--- src/bva_pkg.sv ---
package bva_pkg;

   // Channel and window geometry
   localparam int CHANNELS = 2;
   localparam int WINDOW   = 10;

   // Field widths
   localparam int CH_W      = 1;
   localparam int MV_W      = 16;
   localparam int DV_W      = 10;
   localparam int LIMIT_W   = 10;
   localparam int CSR_IDX_W = 4;

   // Largest sample in decivolts and the running sum width that holds a full window
   localparam int DV_MAX = 655;
   localparam int SUM_W  = $clog2(WINDOW * DV_MAX + 1);

   // Rounding to decivolts: (mv + 50) / 100 through a scaled reciprocal
   localparam int RECIP_SHIFT = 24;
   localparam int DV_ROUND    = 50;
   localparam int DV_DIV      = 100;
   localparam int DV_MUL      = (2**RECIP_SHIFT + DV_DIV - 1) / DV_DIV;
   localparam int DV_MUL_W    = $clog2(DV_MUL + 1);
   localparam int MVR_W       = MV_W + 1;
   localparam int DV_PROD_W   = MVR_W + DV_MUL_W;

   // Rounded average: (sum + WINDOW/2) / WINDOW through a scaled reciprocal
   localparam int AVG_ROUND  = WINDOW / 2;
   localparam int AVG_MUL    = (2**RECIP_SHIFT + WINDOW - 1) / WINDOW;
   localparam int AVG_MUL_W  = $clog2(AVG_MUL + 1);
   localparam int SUMR_W     = $clog2(WINDOW * DV_MAX + AVG_ROUND + 1);
   localparam int AVG_PROD_W = SUMR_W + AVG_MUL_W;

   // Configuration register indexes and reset values
   localparam logic [CSR_IDX_W-1:0] CSR_LOW_LIMIT = CSR_IDX_W'(0);
   localparam logic [CSR_IDX_W-1:0] CSR_MID_LIMIT = CSR_IDX_W'(1);
   localparam logic [LIMIT_W-1:0]   LOW_LIMIT_RST = LIMIT_W'(148);
   localparam logic [LIMIT_W-1:0]   MID_LIMIT_RST = LIMIT_W'(158);

   // Charge class
   typedef enum logic [1:0] {
      LEVEL_LOW  = 2'd0,
      LEVEL_MID  = 2'd1,
      LEVEL_GOOD = 2'd2
   } level_type;

   // Control handed from the core to one channel row
   typedef struct packed {
      logic            shift;
      logic [DV_W-1:0] dv;
   } row_ctl_type;

endpackage

--- src/battery_voltage_averager_core.sv ---
// Battery voltage averager core.
// Request channel: req_valid / req_stall with req_channel and req_voltage_mv.
// A sample transfers at a clock edge with req_valid high and req_stall low.
// Response channel: rsp_valid / rsp_stall with rsp_out_channel,
// rsp_average_dv, rsp_level and rsp_changed; one response per sample.
// Config channel: csr_valid / csr_ready with csr_index and csr_wdata;
// index 0 is the low limit, 1 the mid limit, other indexes are dropped.
// csr_ready is always high; write limits only while the core is idle.
// Each sample goes through stages 1, 2, 3 and then the output stage.
// Throughput: one sample per cycle while req_stall is low; each row
// of cells and its running sum update together as a sample enters
// stage 2, so back-to-back samples on one channel need no forwarding.
// Reset clears every sample cell, running sum, last-shown average and the
// pipeline; the limits return to 148 and 158 decivolts.
// When rsp_stall holds a response, earlier stages keep filling any empty
// slots, and req_stall rises only once every stage holds a sample.
module battery_voltage_averager_core (
   input  logic                          clock,
   input  logic                          reset,
   // request channel
   input  logic                          req_valid,
   output logic                          req_stall,
   input  logic [bva_pkg::CH_W-1:0]      req_channel,
   input  logic [bva_pkg::MV_W-1:0]      req_voltage_mv,
   // response channel
   output logic                          rsp_valid,
   input  logic                          rsp_stall,
   output logic [bva_pkg::CH_W-1:0]      rsp_out_channel,
   output logic [bva_pkg::DV_W-1:0]      rsp_average_dv,
   output logic [1:0]                    rsp_level,
   output logic                          rsp_changed,
   // configuration channel
   input  logic                          csr_valid,
   output logic                          csr_ready,
   input  logic [bva_pkg::CSR_IDX_W-1:0] csr_index,
   input  logic [bva_pkg::LIMIT_W-1:0]   csr_wdata
);
   import bva_pkg::*;

   // Limit registers
   logic [LIMIT_W-1:0] low_limit_ff;
   logic [LIMIT_W-1:0] mid_limit_ff;

   // Stage enables
   logic out_en, s3_en, s2_en, s1_en;
   logic req_take, in_range;

   // Stage 1: sample rounded to decivolts
   logic               s1_v_ff, s1_v_in;
   logic [CH_W-1:0]    s1_ch_ff;
   logic [DV_W-1:0]    s1_dv_ff;
   logic [DV_PROD_W-1:0] dv_prod;

   // Stage 2: updated running sum
   logic               s2_v_ff;
   logic [CH_W-1:0]    s2_ch_ff;
   logic [SUM_W-1:0]   s2_sum_ff;
   logic [SUM_W-1:0]   row_sum [CHANNELS];
   logic [SUM_W-1:0]   sel_sum;

   // Stage 3: rounded average
   logic               s3_v_ff;
   logic [CH_W-1:0]    s3_ch_ff;
   logic [DV_W-1:0]    s3_avg_ff;
   logic [AVG_PROD_W-1:0] avg_prod;

   // Output stage and per-channel display history
   logic               rsp_valid_ff;
   logic [CH_W-1:0]    out_ch_ff;
   logic [DV_W-1:0]    out_avg_ff;
   level_type          out_level_ff;
   level_type          level_calc;
   logic               out_chg_ff;
   logic [DV_W-1:0]    last_shown_ff [CHANNELS];
   logic               shown_valid_ff [CHANNELS];
   logic [DV_W-1:0]    last_sel;
   logic               shown_sel;
   logic               chg_calc;

   // Configuration writes
   assign csr_ready = 1'b1;

   always_ff @(posedge clock) begin
      if (reset) begin
         low_limit_ff <= LOW_LIMIT_RST;
         mid_limit_ff <= MID_LIMIT_RST;
      end else if (csr_valid && csr_ready) begin
         if (csr_index == CSR_LOW_LIMIT) begin
            low_limit_ff <= csr_wdata;
         end
         if (csr_index == CSR_MID_LIMIT) begin
            mid_limit_ff <= csr_wdata;
         end
      end
   end

   // A stage moves when it is empty or the next one moves
   assign out_en    = !rsp_valid_ff || !rsp_stall;
   assign s3_en     = !s3_v_ff || out_en;
   assign s2_en     = !s2_v_ff || s3_en;
   assign s1_en     = !s1_v_ff || s2_en;
   assign req_stall = !s1_en;
   assign req_take  = req_valid && s1_en;
   assign in_range  = int'(req_channel) < CHANNELS;

   // Stage 1: (mv + 50) / 100 by reciprocal multiply
   assign dv_prod = DV_PROD_W'(MVR_W'(req_voltage_mv) + MVR_W'(DV_ROUND))
                  * DV_PROD_W'(DV_MUL);
   assign s1_v_in = req_take && in_range;

   always_ff @(posedge clock) begin
      if (reset) begin
         s1_v_ff <= 1'b0;
      end else if (s1_en) begin
         s1_v_ff <= s1_v_in;
      end
   end

   always_ff @(posedge clock) begin
      if (s1_v_in) begin
         s1_ch_ff <= req_channel;
         s1_dv_ff <= dv_prod[RECIP_SHIFT +: DV_W];
      end
   end

   // Stage 2: one row of cells per channel
   for (genvar c = 0; c < CHANNELS; c++) begin : g_row
      row_ctl_type ctl;
      assign ctl.shift = s2_en && s1_v_ff && (s1_ch_ff == CH_W'(c));
      assign ctl.dv    = s1_dv_ff;
      bva_row u_row (
         .clock   (clock),
         .reset   (reset),
         .ctl     (ctl),
         .sum_new (row_sum[c])
      );
   end

   always_comb begin
      sel_sum = row_sum[0];
      for (int c = 1; c < CHANNELS; c++) begin
         if (s1_ch_ff == CH_W'(c)) begin
            sel_sum = row_sum[c];
         end
      end
   end

   always_ff @(posedge clock) begin
      if (reset) begin
         s2_v_ff <= 1'b0;
      end else if (s2_en) begin
         s2_v_ff <= s1_v_ff;
      end
   end

   always_ff @(posedge clock) begin
      if (s2_en && s1_v_ff) begin
         s2_ch_ff  <= s1_ch_ff;
         s2_sum_ff <= sel_sum;
      end
   end

   // Stage 3: (sum + WINDOW/2) / WINDOW by reciprocal multiply
   assign avg_prod = AVG_PROD_W'(SUMR_W'(s2_sum_ff) + SUMR_W'(AVG_ROUND))
                   * AVG_PROD_W'(AVG_MUL);

   always_ff @(posedge clock) begin
      if (reset) begin
         s3_v_ff <= 1'b0;
      end else if (s3_en) begin
         s3_v_ff <= s2_v_ff;
      end
   end

   always_ff @(posedge clock) begin
      if (s3_en && s2_v_ff) begin
         s3_ch_ff  <= s2_ch_ff;
         s3_avg_ff <= avg_prod[RECIP_SHIFT +: DV_W];
      end
   end

   // Output stage: class against limits, compare with last shown value
   always_comb begin
      last_sel  = last_shown_ff[0];
      shown_sel = shown_valid_ff[0];
      for (int c = 1; c < CHANNELS; c++) begin
         if (s3_ch_ff == CH_W'(c)) begin
            last_sel  = last_shown_ff[c];
            shown_sel = shown_valid_ff[c];
         end
      end
   end

   assign chg_calc = !shown_sel || (last_sel != s3_avg_ff);

   always_comb begin
      priority if (s3_avg_ff <= low_limit_ff) begin
         level_calc = LEVEL_LOW;
      end else if (s3_avg_ff <= mid_limit_ff) begin
         level_calc = LEVEL_MID;
      end else begin
         level_calc = LEVEL_GOOD;
      end
   end

   always_ff @(posedge clock) begin
      if (reset) begin
         rsp_valid_ff <= 1'b0;
         for (int c = 0; c < CHANNELS; c++) begin
            last_shown_ff[c]  <= '0;
            shown_valid_ff[c] <= 1'b0;
         end
      end else if (out_en) begin
         rsp_valid_ff <= s3_v_ff;
         for (int c = 0; c < CHANNELS; c++) begin
            if (s3_v_ff && (s3_ch_ff == CH_W'(c))) begin
               last_shown_ff[c]  <= s3_avg_ff;
               shown_valid_ff[c] <= 1'b1;
            end
         end
      end
   end

   always_ff @(posedge clock) begin
      if (out_en && s3_v_ff) begin
         out_ch_ff    <= s3_ch_ff;
         out_avg_ff   <= s3_avg_ff;
         out_level_ff <= level_calc;
         out_chg_ff   <= chg_calc;
      end
   end

   assign rsp_valid       = rsp_valid_ff;
   assign rsp_out_channel = out_ch_ff;
   assign rsp_average_dv  = out_avg_ff;
   assign rsp_level       = out_level_ff;
   assign rsp_changed     = out_chg_ff;

endmodule

--- src/bva_cell.sv ---
module bva_cell (
   input  logic                     clock,
   input  logic                     reset,
   input  logic                     shift,
   input  logic [bva_pkg::DV_W-1:0] din,
   output logic [bva_pkg::DV_W-1:0] dout
);
   import bva_pkg::*;

   logic [DV_W-1:0] sample_ff;
   logic [DV_W-1:0] sample_in;

   // Take the neighbor's sample on a shift
   assign sample_in = shift ? din : sample_ff;

   always_ff @(posedge clock) begin
      if (reset) begin
         sample_ff <= '0;
      end else begin
         sample_ff <= sample_in;
      end
   end

   assign dout = sample_ff;

endmodule

--- src/bva_row.sv ---
module bva_row (
   input  logic                      clock,
   input  logic                      reset,
   input  bva_pkg::row_ctl_type      ctl,
   output logic [bva_pkg::SUM_W-1:0] sum_new
);
   import bva_pkg::*;

   logic [DV_W-1:0]  tap [WINDOW];
   logic [SUM_W-1:0] sum_ff;
   logic [SUM_W-1:0] sum_in;

   // Chain of sample cells: newest enters cell 0, oldest leaves the last cell
   for (genvar k = 0; k < WINDOW; k++) begin : g_cell
      if (k == 0) begin : g_head
         bva_cell u_cell (
            .clock (clock),
            .reset (reset),
            .shift (ctl.shift),
            .din   (ctl.dv),
            .dout  (tap[k])
         );
      end else begin : g_body
         bva_cell u_cell (
            .clock (clock),
            .reset (reset),
            .shift (ctl.shift),
            .din   (tap[k-1]),
            .dout  (tap[k])
         );
      end
   end

   // Running sum: drop the oldest sample, add the newest
   assign sum_new = sum_ff - SUM_W'(tap[WINDOW-1]) + SUM_W'(ctl.dv);
   assign sum_in  = ctl.shift ? sum_new : sum_ff;

   always_ff @(posedge clock) begin
      if (reset) begin
         sum_ff <= '0;
      end else begin
         sum_ff <= sum_in;
      end
   end

endmodule

--- config.mk ---
export PLATFORM = sky130hd
export DESIGN_NAME = battery_voltage_averager_core
export DESIGN_NICKNAME = d
export VERILOG_FILES = /design/src/bva_pkg.sv /design/src/battery_voltage_averager_core.sv /design/src/bva_cell.sv /design/src/bva_row.sv
export SDC_FILE = /design/constraint.sdc
export NUM_CORES = 1
export LEC_CHECK = 0
export ABC_AREA = 1
export BUFFER_PORTS_ARGS = -buffer_cell sky130_fd_sc_hd__buf_4
export CORE_UTILIZATION = 35
export CTS_BUF_LIST = sky130_fd_sc_hd__clkbuf_2
export DETAILED_ROUTE_END_ITERATION = 10
export PLACE_DENSITY = 0.55
export SETUP_SLACK_MARGIN = 0.3
export SYNTH_ARGS = -nofsm -noshare
export SYNTH_HDL_FRONTEND = slang
export SYNTH_SLANG_ARGS = --single-unit
--- constraint.sdc ---
create_clock -name clock -period 8.9 [get_ports clock]
set_input_delay 1.78 -clock clock [delete_from_list [all_inputs] [get_ports clock]]
set_output_delay 1.78 -clock clock [all_outputs]
set_load 0.02 [all_outputs]
* Word-level counts from Yosys, hierarchy flattened
Memories as Yosys holds them, arrays and structs flattened.
Cells that the tools add are included.
** Word-level totals
- Word-level logic and storage cells :: 99
- Register bits :: 300
- Memory bits (writable) :: 22
- Input bits :: 36
- Memories :: 2
** Memory list
- last_shown_ff :: depth 2, bits a word 10, read ports 2, clocked after Yosys merged registers in 0, wr ports 2, RTL line battery_voltage_averager_core.sv:74 : logic [DV_W-1:0] last_shown_ff [CHANNELS];
- shown_valid_ff :: depth 2, bits a word 1, read ports 2, clocked after Yosys merged registers in 0, wr ports 2, RTL line battery_voltage_averager_core.sv:75 : logic shown_valid_ff [CHANNELS];
** Cells by class
- Bitwise gates (word level) :: 6
- $add $sub $neg :: 6
- Muxes and demuxes :: 18
- $mul :: 2
- Reductions and logical operators :: 23
- Order comparisons :: 2
- Equal/unequal tests :: 2
** Operators with widths (count)
- $mul 17x18->34 const B :: 1
- $mul 14x20->33 const B :: 1
- $mux 10 :: 3
- $add 13x10->13 :: 2
- $sub 13x10->13 :: 2
- $le 10x10->1 :: 2
- $add 16x6->17 const B :: 1
- $add 13x3->14 const B :: 1
- $mux 1 :: 13
- $mux 13 :: 1
- $ne 10x10->1 :: 1
- $logic_and 1x1->1 :: 8
- $logic_not 1->1 :: 7
- $logic_or 1x1->1 :: 5
- $eq 4x1->1 const B :: 1
- $logic_not 4->1 :: 1
- $or 1x1->1 :: 4
- $reduce_and 2->1 :: 2
- $mux 2 :: 1
- $not 1->1 :: 2

* Longest topological paths before layout
- Depth after elaboration :: 7
- Gate-level depth with buffers :: 31
- Gate-level depth less buffers :: 31

* Cells and area by module
Synthesis repeated with hierarchy kept, for this count alone.
** Second synthesis, totals
- Cells, all modules :: 3676
- Area total of the unflattened synthesis :: 26636.8 um^2
** By module, submodules not included
- battery_voltage_averager_core :: area an instance 15082.0 um^2, seq. area each 2642.5 um^2, times used 1, cells an instance 1900
- bva_cell :: area an instance 419.2 um^2, seq. area each 200.2 um^2, times used 20, cells an instance 63
- bva_row (g_row[0].u_row) :: area an instance 1590.3 um^2, seq. area each 260.2 um^2, times used 1, cells an instance 258
- bva_row (g_row[1].u_row) :: area an instance 1581.5 um^2, seq. area each 260.2 um^2, times used 1, cells an instance 258

* Least setup slack after synthesis
Ideal clock, no wire load.
- Kind :: input to register
- Start :: input port req_voltage_mv[1] in the netlist's numbering
- End :: register s1_dv_ff[8] (data pin)
- Setup slack :: 1.606 ns
- Stages on the path :: 23
- Path buffers :: 0
- Arrival time :: 7.042 ns
- Library setup time :: 0.252 ns
- Path through :: ha_1 > a21oi_1 > nand2_2 > nand3_1 > xnor2_1 > fa_1 > inv_1 > fa_1 > fa_1 > fa_1 > fa_1 > inv_1 > fa_1 > inv_1 > ha_1 > nand2_1 > inv_1 > a21oi_1 > o21bai_1 > a21oi_1 > nand2_1 > nand2_1 > nand2_1
** Between the ends
- Cells in the longest elaborated chain, start to end :: 2
** RTL lines
- start, declared :: RTL line battery_voltage_averager_core.sv:24 : input logic [bva_pkg::MV_W-1:0] req_voltage_mv,
- $add 16x6->17 :: RTL line battery_voltage_averager_core.sv:107 : assign dv_prod = DV_PROD_W'(MVR_W'(req_voltage_mv) + MVR_W'(DV_ROUND))
- $mul 17x18->34 :: RTL line battery_voltage_averager_core.sv:108 : * DV_PROD_W'(DV_MUL);
- named net dv_prod[32] :: RTL line battery_voltage_averager_core.sv:52 : logic [DV_PROD_W-1:0] dv_prod;
- end signal, assigned :: RTL line battery_voltage_averager_core.sv:122 : s1_dv_ff <= dv_prod[RECIP_SHIFT +: DV_W];
- end, declared :: RTL line battery_voltage_averager_core.sv:51 : logic [DV_W-1:0] s1_dv_ff;
The timed path passes the listed nets, and every way through them passes these cells.
A chain may end at the register's enable or synchronous reset.

* Final worst setup path
- Start :: input port req_voltage_mv[1] in the netlist's numbering
- End :: register s1_dv_ff[6] (data pin)
The elaborated chain is that of the path after synthesis.

==> metrics.txt <==
Worst Path Max Fanout=8; Worst Hold Launch=s2_ch_ff; Clock Skews=0.122 ns; CP Launch Type=input pin; setup ws final=1.83 ns; Hold Vio Cnt, Final=0; cts hold-fix bufs=0; Worst R2R End=s3_avg_ff[9]; global-route wire length before repair=96200 um; vias per std cell=4.53; Final setup viols=0; worst slack, placed=0.909 ns; area of the multi-input gates=14800 um2; share of the synthesized area in the top cell type=20.2%; post-synthesis register bit count=322; Inserted Clock Buffers=87; share of layout cells above drive strength 1=7.04%; setup TNS=0 ns; wire length per cell=13.4 um; vias after detailed routing=19402; top-count cell post-synth=inv_1; DR DRC count=0; Detailed Route Iter0 Violations=1097; Slew Limit Fails=0; post-cts resize count=0; Pre-Repair DR Iteration Count=5; CTS tree=built; mapped cell area=24800 um2; Post-Synthesis Mean Instance Area=7.73 um2; clock latency on the worst-skew pair=1.05 ns; CP endpoint kind=register; yosys warns=0; clock slew at reported path FFs=0.09 ns; register area=7170 um2; Post-CTS Setup Bufs=0; post-synthesis net count=3715; unrepaired setup endpoints after global routing=no; FILL cells=7437; DIE WIDTH=268 um; grt ovf=0; Layout Nets=3780; number of global-route vias before repair=19404; type of the worst setup path=in -> reg; CTS max path bufs=3; Worst EP arrival=7.77 ns; Die H=268 um; worst path required time=9.60 ns; part of the cycle the worst path needs=79.5%; Post-synth top cells=645 x inv_1, 511 x nor2_1, 481 x nand2_1, 288 x ha_1, 279 x o21ai_0; Netlist cell types=47; Root Buffer=clkbuf_2; R2R Setup Slk=2.34 ns; cell taking the most area after synthesis=dfxtp_1; fmax=0.141 GHz; GPL Wtd Cong=0.911; # IOs=53; largest cells by area after synthesis=dfxtp_1 20%, fa_1 15%, ha_1 15%; Final ANT Viol Nets=0; I/O Buffers=51; Site Rows=97; Final HPWL DP=44600 um; Hold Crit Depth=0; fin crit period=7.07 ns; status=finished clean; Sink Count=322; wirelength, routed=57200 um; Post-synth ARST share=0%; ys flop type=dfxtp_1; R2R Path Start=s2_sum_ff[0]; htree depth=3; Die Footprint=71900 um2; hold endpoint=s3_ch_ff; number of synthesized flops with an enable pin=72; Worst Max-Slew Pin Slew=1.01 ns; Initial Util=35.4%; MaxCap Viol Count=0; initial antenna violation count=1; gr usage total=16.6%; largest net degree at the start of global routing=122; core area=70000 um2; worst hold path type=reg -> reg; Syn Inst Count=3208; R2R depth=26; sequential share of the synthesized area=28.9%; Relative slew margins=32.4%; synthesis-to-layout area growth=8.36%
flip-flops by register name, indices dropped and copies added, names as in the netlist, 10 cells and up:
name,count
g_row.u_row.g_cell.g_body.u_cell.dout,180
g_row.u_row.g_cell.g_head.u_cell.dout,20
g_row.u_row.sum_ff,26
last_shown_ff,20
low_limit_ff,10
mid_limit_ff,10
rsp_average_dv,10
s1_dv_ff,10
s2_sum_ff,13
s3_avg_ff,10
layout by cell type, fill, tap and decap left out, types with 100 or more instances in the layout:
cell type  instances
a21oi_1          143
clkbuf_2         130
dfxtp_1          250
fa_1             183
ha_1             288
inv_1            644
nand2_1          481
nand3_1          100
nor2_1           511
o21ai_0          279
area by class of cell:
type,instances,share of cell area [%]
flip-flops and latches,322,26.7
inverters,652,9.13
multi-input cells,2148,55.0
clock buffers,130,2.42
repair buffers,62,1.73
diodes,1,0.00931
clock inverters,24,0.698
well taps,940,4.38
how the worst max path moves through the flow:
stage                 startpoint     endpoint  cells past startpoint
4_1_cts        req_voltage_mv[1]  s1_dv_ff[6]                     23
3_5_place_dp   req_voltage_mv[1]  s1_dv_ff[6]                     23
6_report       req_voltage_mv[1]  s1_dv_ff[6]                     23
5_1_grt        req_voltage_mv[1]  s1_dv_ff[6]                     23
3_3_place_gp   req_voltage_mv[1]  s1_dv_ff[8]                     24
2_1_floorplan  req_voltage_mv[1]  s1_dv_ff[8]                     23
stage by stage:
| stage | instances | hold slack [ns] | area (um2) | util [%] |
|---|---|---|---|---|
| after floorplan | 3208 | 0.400 | 24800 | - |
| after global placement | 4124 | 0.405 | 26000 | 37.2 |
| after detailed placement | 4124 | 0.405 | 26000 | 37.2 |
| after CTS | 4278 | 0.410 | 26900 | 38.4 |
| after global routing | 4279 | 0.431 | 26900 | 38.4 |
| final | 4279 | 0.404 | 26900 | 38.4 |
critical path, stage by stage:
cell     delay (ns)
buf_4          0.13
ha_1           0.19
a21oi_1        0.17
nand2_2        0.15
nand3_1        0.09
xnor2_1        0.77
fa_1           0.56
inv_1          0.14
fa_1           0.45
fa_1           0.48
fa_1           0.51
fa_1           0.54
inv_1          0.05
fa_1           0.53
inv_1          0.04
ha_1           0.31
nand2_1        0.10
nor3_1         0.26
nand3_1        0.17
nor2_1         0.12
nand2_1        0.08
nand3_1        0.09
nand2_1        0.05
metal layers:
metal	share of wire (%)	routed length (um)	vias up	GRT usage (%)
met1	51	29400	8898	23.4
met4	1.3	759	0	4.29
met3	3.6	2080	48	2.62
met2	44	25000	275	26.3
met5	0	0	-	0
li1	-	-	10181	-
kinds of logic (layout without fill, tap and decap cells):
logic type                 count (synthesis)  after routing  synth area share, %
other                                      1              2               0.0151
adders and majority gates                471            471                 29.3
and+or+nand+nor                         1181           1181                 19.3
buffers and inverters                    738            868                 11.6
xor gates and xnor gates                  37             37                 1.34
DFF                                      322            322                 28.9
AOI/OAI and AO/OA                        458            458                 9.55
Power is left out: the tool's default activity adds up to more than one toggle a clock period on the data nets, which glitch-free logic cannot reach.
